--- config.mk ---
export PLATFORM = sky130hd
export DESIGN_NAME = csrm_dist
export DESIGN_NICKNAME = d
export VERILOG_FILES = /design/src/hw/rtl/csrm_pkg.sv /design/src/hw/rtl/csrm_dist.sv
export SDC_FILE = /design/constraint.sdc
export NUM_CORES = 1
export LEC_CHECK = 0
export BUFFER_PORTS_ARGS = -buffer_cell sky130_fd_sc_hd__buf_2
export CORE_MARGIN = 1.5
export CORE_UTILIZATION = 25
export CTS_BUF_LIST = sky130_fd_sc_hd__clkbuf_16
export CTS_CLUSTER_DIAMETER = 120
export CTS_CLUSTER_SIZE = 40
export DETAILED_ROUTE_END_ITERATION = 8
export GPL_TIMING_DRIVEN = 0
export SYNTH_ARGS = -nofsm -noshare
export SYNTH_HDL_FRONTEND = slang
export SYNTH_SLANG_ARGS = --single-unit
--- constraint.sdc ---
create_clock -name clk -period 17.6 [get_ports clk]
set_input_delay 1.76 -clock clk [delete_from_list [all_inputs] [get_ports clk]]
set_output_delay 1.76 -clock clk [all_outputs]
set_load 0.01 [all_outputs]
--- src/hw/rtl/csrm_pkg.sv ---
// ----------------------------------------------------------------------------
// csrm_pkg
// Shared types and codes for the seeded radius match block.
// ----------------------------------------------------------------------------
package csrm_pkg;

  // Item kinds carried on the input tuser.
  typedef enum logic [1:0] {
    ACT_START   = 2'd0,
    ACT_CLUSTER = 2'd1,
    ACT_QUERY   = 2'd2
  } action_t;

  localparam int unsigned ETA_W = 16;
  localparam int unsigned PHI_W = 15;
  localparam int unsigned LIM_W = 32;
  localparam int unsigned CNT_OUT_W = 11;

  // One stored seed position.
  typedef struct packed {
    logic signed [ETA_W-1:0] eta;
    logic [PHI_W-1:0]        phi;
  } seed_t;

  // Per-seed comparison result handed back to the controller.
  typedef struct packed {
    logic vld;
    logic hit;
  } match_res_t;

  localparam logic [LIM_W-1:0] DIST_SQ_RESET = 32'd377487;

endpackage

--- src/hw/rtl/csrm_dist.sv ---
// ----------------------------------------------------------------------------
// csrm_dist
// Squared distance between the query point and one seed, checked against the limit; the squares are registered.
// ----------------------------------------------------------------------------
module csrm_dist (
  input  logic                                clk,
  input  logic                                rst,
  input  logic                                seed_vld,
  input  csrm_pkg::seed_t                     seed,
  input  logic signed [csrm_pkg::ETA_W-1:0]   q_eta,
  input  logic [csrm_pkg::PHI_W-1:0]          q_phi,
  input  logic [csrm_pkg::LIM_W-1:0]          limit,
  output csrm_pkg::match_res_t                res
);
  import csrm_pkg::*;

  logic signed [ETA_W:0]       de;
  logic signed [PHI_W:0]       dp;
  logic signed [2*ETA_W+1:0]   de_prod;
  logic signed [2*PHI_W+1:0]   dp_prod;
  logic [2*ETA_W-1:0]          de_sq;
  logic [2*PHI_W-1:0]          dp_sq;
  logic                        sq_vld;
  logic [2*ETA_W:0]            d2;

  // Differences are exact: one extra bit each, no phi wrap.
  assign de = {q_eta[ETA_W-1], q_eta} - {seed.eta[ETA_W-1], seed.eta};
  assign dp = $signed({1'b0, q_phi}) - $signed({1'b0, seed.phi});
  assign de_prod = de * de;
  assign dp_prod = dp * dp;

  always_ff @(posedge clk) begin
    if (rst) begin
      sq_vld <= 1'b0;
    end else begin
      sq_vld <= seed_vld;
    end
  end

  // The squares are non-negative and fit their low bits.
  always_ff @(posedge clk) begin
    de_sq <= de_prod[2*ETA_W-1:0];
    dp_sq <= dp_prod[2*PHI_W-1:0];
  end

  assign d2 = {1'b0, de_sq} + {{(2*ETA_W+1-2*PHI_W){1'b0}}, dp_sq};

  assign res.vld = sq_vld;
  assign res.hit = sq_vld && (d2 < {{(2*ETA_W+1-LIM_W){1'b0}}, limit});

endmodule

## Word-level counts from Yosys, hierarchy flattened

Index checks and enable logic that the tools add are counted.

| word-level totals | value |
|---|---|
| memories | 0 |
| bits in read-only memories | 0 |
| bits in writable memories | 0 |
| bits of input ports | 97 |
| flip-flop bits (word level) | 63 |
| bits in latches | 0 |

| cells by class | value |
|---|---|
| add/subtract/negate cells | 3 |
| reduce and logical (&&, ||, !) cells | 1 |
| bitwise operators | 0 |
| shifts and indexed selects | 0 |
| eq/ne operators | 0 |
| $lt $le $gt $ge | 1 |
| div/mod/pow operators | 0 |
| mux-type cells | 0 |
| multipliers | 2 |

Operator list:

| operator | count |
|---|---|
| 32-bit by 30-bit adder with 33-bit output | 1 |
| 33-bit by 32-bit less-than comparator with 1-bit output | 1 |
| 17-bit by 17-bit multiplier with 32-bit output | 1 |
| 16-bit by 16-bit multiplier with 30-bit output | 1 |
| 16-bit by 16-bit subtractor with 17-bit output | 1 |
| 15-bit by 15-bit subtractor with 16-bit output | 1 |
| 1-bit logical AND | 1 |

## Logic depth before layout (Yosys ltp)

| logic depth | value |
|---|---|
| word-level depth | 3 |
| mapped depth | 37 |

## Worst setup path after synthesis

No wires, ideal clock.

| timing path | value |
|---|---|
| path type | in2reg |
| start | input port q_phi[0] (netlist name) |
| end | register dp_sq[29] |
| setup time | 0.121 ns |
| cell stages on the path | 34 |
| arrival time | 9.457 ns |
| buffers on the path | 0 |
| required time | 17.479 ns |
| slack | 8.022 ns |
| path through | inv_1 > ha_1 > inv_1 > fa_1 > a21o_1 > a21oi_1 > o21a_1 > nor3_2 > a211o_1 > a31o_2 > a21o_1 > xor2_1 > nand2_1 > fa_1 > inv_1 > fa_1 > inv_1 > fa_1 > inv_1 > fa_1 > fa_1 > inv_1 > fa_1 > inv_1 > ha_1 > nor4_1 > a21boi_0 > o21ai_1 > a21o_1 > a311o_1 > a21oi_1 > nor2b_1 > o41a_1 > xnor2_1 |

| on the way | value |
|---|---|
| cells in the longest elaborated chain, start to end | 2 |

RTL lines:

| what | line | text |
|---|---|---|
| start: declaration | csrm_dist.sv:11 | `input logic [csrm_pkg::PHI_W-1:0] q_phi,` |
| 15-bit by 15-bit subtractor with 16-bit output | csrm_dist.sv:28 | `assign dp = $signed({1'b0, q_phi}) - $signed({1'b0, seed.phi});` |
| 16-bit by 16-bit multiplier with 30-bit output | csrm_dist.sv:30 | `assign dp_prod = dp * dp;` |
| named net dp_prod[29] | csrm_dist.sv:20 | `logic signed [2*PHI_W+1:0] dp_prod;` |
| end signal: assignment | csrm_dist.sv:43 | `dp_sq <= dp_prod[2*PHI_W-1:0];` |
| end: declaration | csrm_dist.sv:22 | `logic [2*PHI_W-1:0] dp_sq;` |

The timed path passes the listed nets, and every way through them passes these cells.
A chain may end at the register's enable or synchronous reset.

## Worst setup path after layout

| timing path | value |
|---|---|
| start | input port seed[0] (netlist name) |
| end | register dp_sq[29] |

| on the way | value |
|---|---|
| cells in the longest elaborated chain, start to end | 2 |

RTL lines:

| what | line | text |
|---|---|---|
| start: declaration | csrm_dist.sv:9 | `input csrm_pkg::seed_t seed,` |
| 15-bit by 15-bit subtractor with 16-bit output | csrm_dist.sv:28 |  |
| 16-bit by 16-bit multiplier with 30-bit output | csrm_dist.sv:30 |  |
| named net dp_prod[29] | csrm_dist.sv:20 |  |

The timed path passes the listed nets, and every way through them passes these cells.

==> results_dict.tcl <==
set metrics [dict create \
    status "complete, no violations" \
    die_y_um 300.0 \
    cts_tree "done" \
    period_share_pct 62.65 \
    slew_headroom_pct 3.950 \
    first_global_vias 16840 \
    arrival_ns 11.28 \
    final_layout_size_suffix_gt1_share_pct 6.345 \
    holdBufCountCts 0 \
    async_flop_share_pct 0 \
    syn-num-nets 3266 \
    critPathRequiredTime_ns 17.85 \
    cts_root_buffer "clkbuf_16" \
    yosys.area.top_type "fa_1" \
    wl_per_cell_um 13.59 \
    ys_types 72 \
    track_usage_pct 11.81 \
    first_pass_iters 7 \
    synthTopCellsByCount "inv_1 (692), fa_1 (484), ha_1 (246)" \
    rows 108 \
    maxCapViolCount 0 \
    wl_mm 50.42 \
    cts_buffer_depth 2 \
    ant_nets 0 \
    vias 15750 \
    post_cts_buffers 0 \
    num_io_pins 99 \
    final_hold_viol_count 0 \
    finalSetupViolations 0 \
    fin_setup_tns_ns 0 \
    synth_most_common_cell "inv_1" \
    grt_first_pass_wirelength_mm 84.72 \
    num-fill-cells 9305 \
    via_per_inst 4.246 \
    fmax_mhz 90.70 \
    nNetsFinal 3375 \
    synth_area_leaders "fa_1 (44%), ha_1 (14%), inv_1 (12%), dfxtp_1 (5.5%), xnor2_1 (4.2%)" \
    place_congestion 0.8647 \
    path_class "in2reg" \
    yosysWarningCount 0 \
    synth_ff_type "dfxtp_1" \
    grt_max_degree 14 \
    end_kind "register" \
    ys_seq_elements 61 \
    timing_max_transition_violations_final 0 \
    syn_to_final_growth_pct 10.21 \
    tightest_slew_ns 1.430 \
    start_kind "primary input" \
    antenna_found_initial 6 \
    synth-edff-count 0 \
    cp_max_fo 10 \
    htreeDepth 3 \
    portBuffers 98 \
    yosysSeqAreaShare_pct 5.537 \
    hp-class "in2reg" \
    syn_area_per_cell_um2 9.042 \
    rsz0062_at_grt "no" \
    core_area_um2 87020 \
    synthCells 2439 \
    critPathMaxStageDelay_ns 0.92 \
    min_period_ns 11.03 \
    drc 0 \
    die_w_um 300.0 \
    cts.repair.resized 0 \
    grt_overflow 0 \
    syn_area_um2 22050 \
    drtIter0Drc 708 \
    hpwl_mm 44.00 \
    cts_inserted_buffers 9 \
    start_util_pct 25.34 \
    clock-sinks 61 \
    cts.clk_slew.worst_paths_ns 0.06 \
    slowest_stage "xnor2_1" \
    dieArea_um2 90010 \
    netlist.area_leader.share_pct 43.94 \
]
layout make-up:
class                   count  area, µm²  share of cell area [%]
clock buffers               9      225.2                  0.9266
multi-input cells        1632      18020                   74.15
repair buffers             98      490.5                   2.018
plain buffers              39      170.2                  0.7001
diodes                      1      2.502                 0.01030
inverters                 707       2654                   10.92
clock inverters             7      73.82                  0.3037
well taps                1155       1445                   5.946
flip-flops and latches     61       1221                   5.024
stage by stage:
step	util [%]	hold WS [ns]	area, µm²	setup WS (ns)	cells
2_1_floorplan	-	1.832	22050	8.022	2439
3_3_place_gp	27.57	1.919	23990	6.382	3692
3_5_place_dp	27.58	1.921	24000	6.237	3692
4_1_cts	27.92	1.549	24300	6.524	3708
5_1_grt	27.93	1.548	24300	6.087	3708
6_report	27.93	1.565	24310	6.574	3709
kinds of logic (layout without fill, tap and decap cells):
family | Yosys count | in the layout | share of synthesized area [%]
buf+inv | 746 | 860 | 12.80
fa+ha+maj | 730 | 730 | 57.89
other cells | 0 | 1 | 0
compound gates | 264 | 264 | 8.283
xor+xnor | 135 | 135 | 5.464
flops | 61 | 61 | 5.537
simple gates | 501 | 501 | 9.929
mux | 2 | 2 | 0.09078
flip-flops by register name, indices dropped and copies added (netlist names):
name / count
dp_sq: 29
de_sq: 31
sq_vld: 1
critical path: cells and delay by family:
family / cells / cell delay, ns
buf+inv: 9 / 1.26
simple gates: 5 / 1.33
fa+ha+maj: 9 / 3.60
compound gates: 10 / 2.22
xor+xnor: 2 / 1.12
per-layer routing:
layer	vias to the layer above	share of wire (%)	track usage [%]
met3	62	5.2	1.893
li1	7526	-	-
met2	331	49	20.43
met4	10	1.5	1.888
met5	-	0.13	0
met1	7819	44	15.70
worst paths after layout:
| path | start | endpoint | cells past startpoint |
|---|---|---|---|
| setup / recovery | seed[0] | dp_sq[29]$_DFF_P_ | 35 |
| hold / removal | rst | sq_vld$_SDFF_PP0_ | 2 |
placed cells by master (no fill, tap or decap), types with 38 or more instances in the layout:
cell     netlist  final
ha_1         246    246
fa_1         484    484
nor2_1       202    202
a21oi_1       70     70
buf_2          4    102
xnor2_1      105    103
dfxtp_1       61     61
nand2_1      169    169
a21o_1        38     38
inv_1        692    692
Power is not shown: default switching activity piles up to over one toggle a cycle in this logic, so the estimate is an artifact.
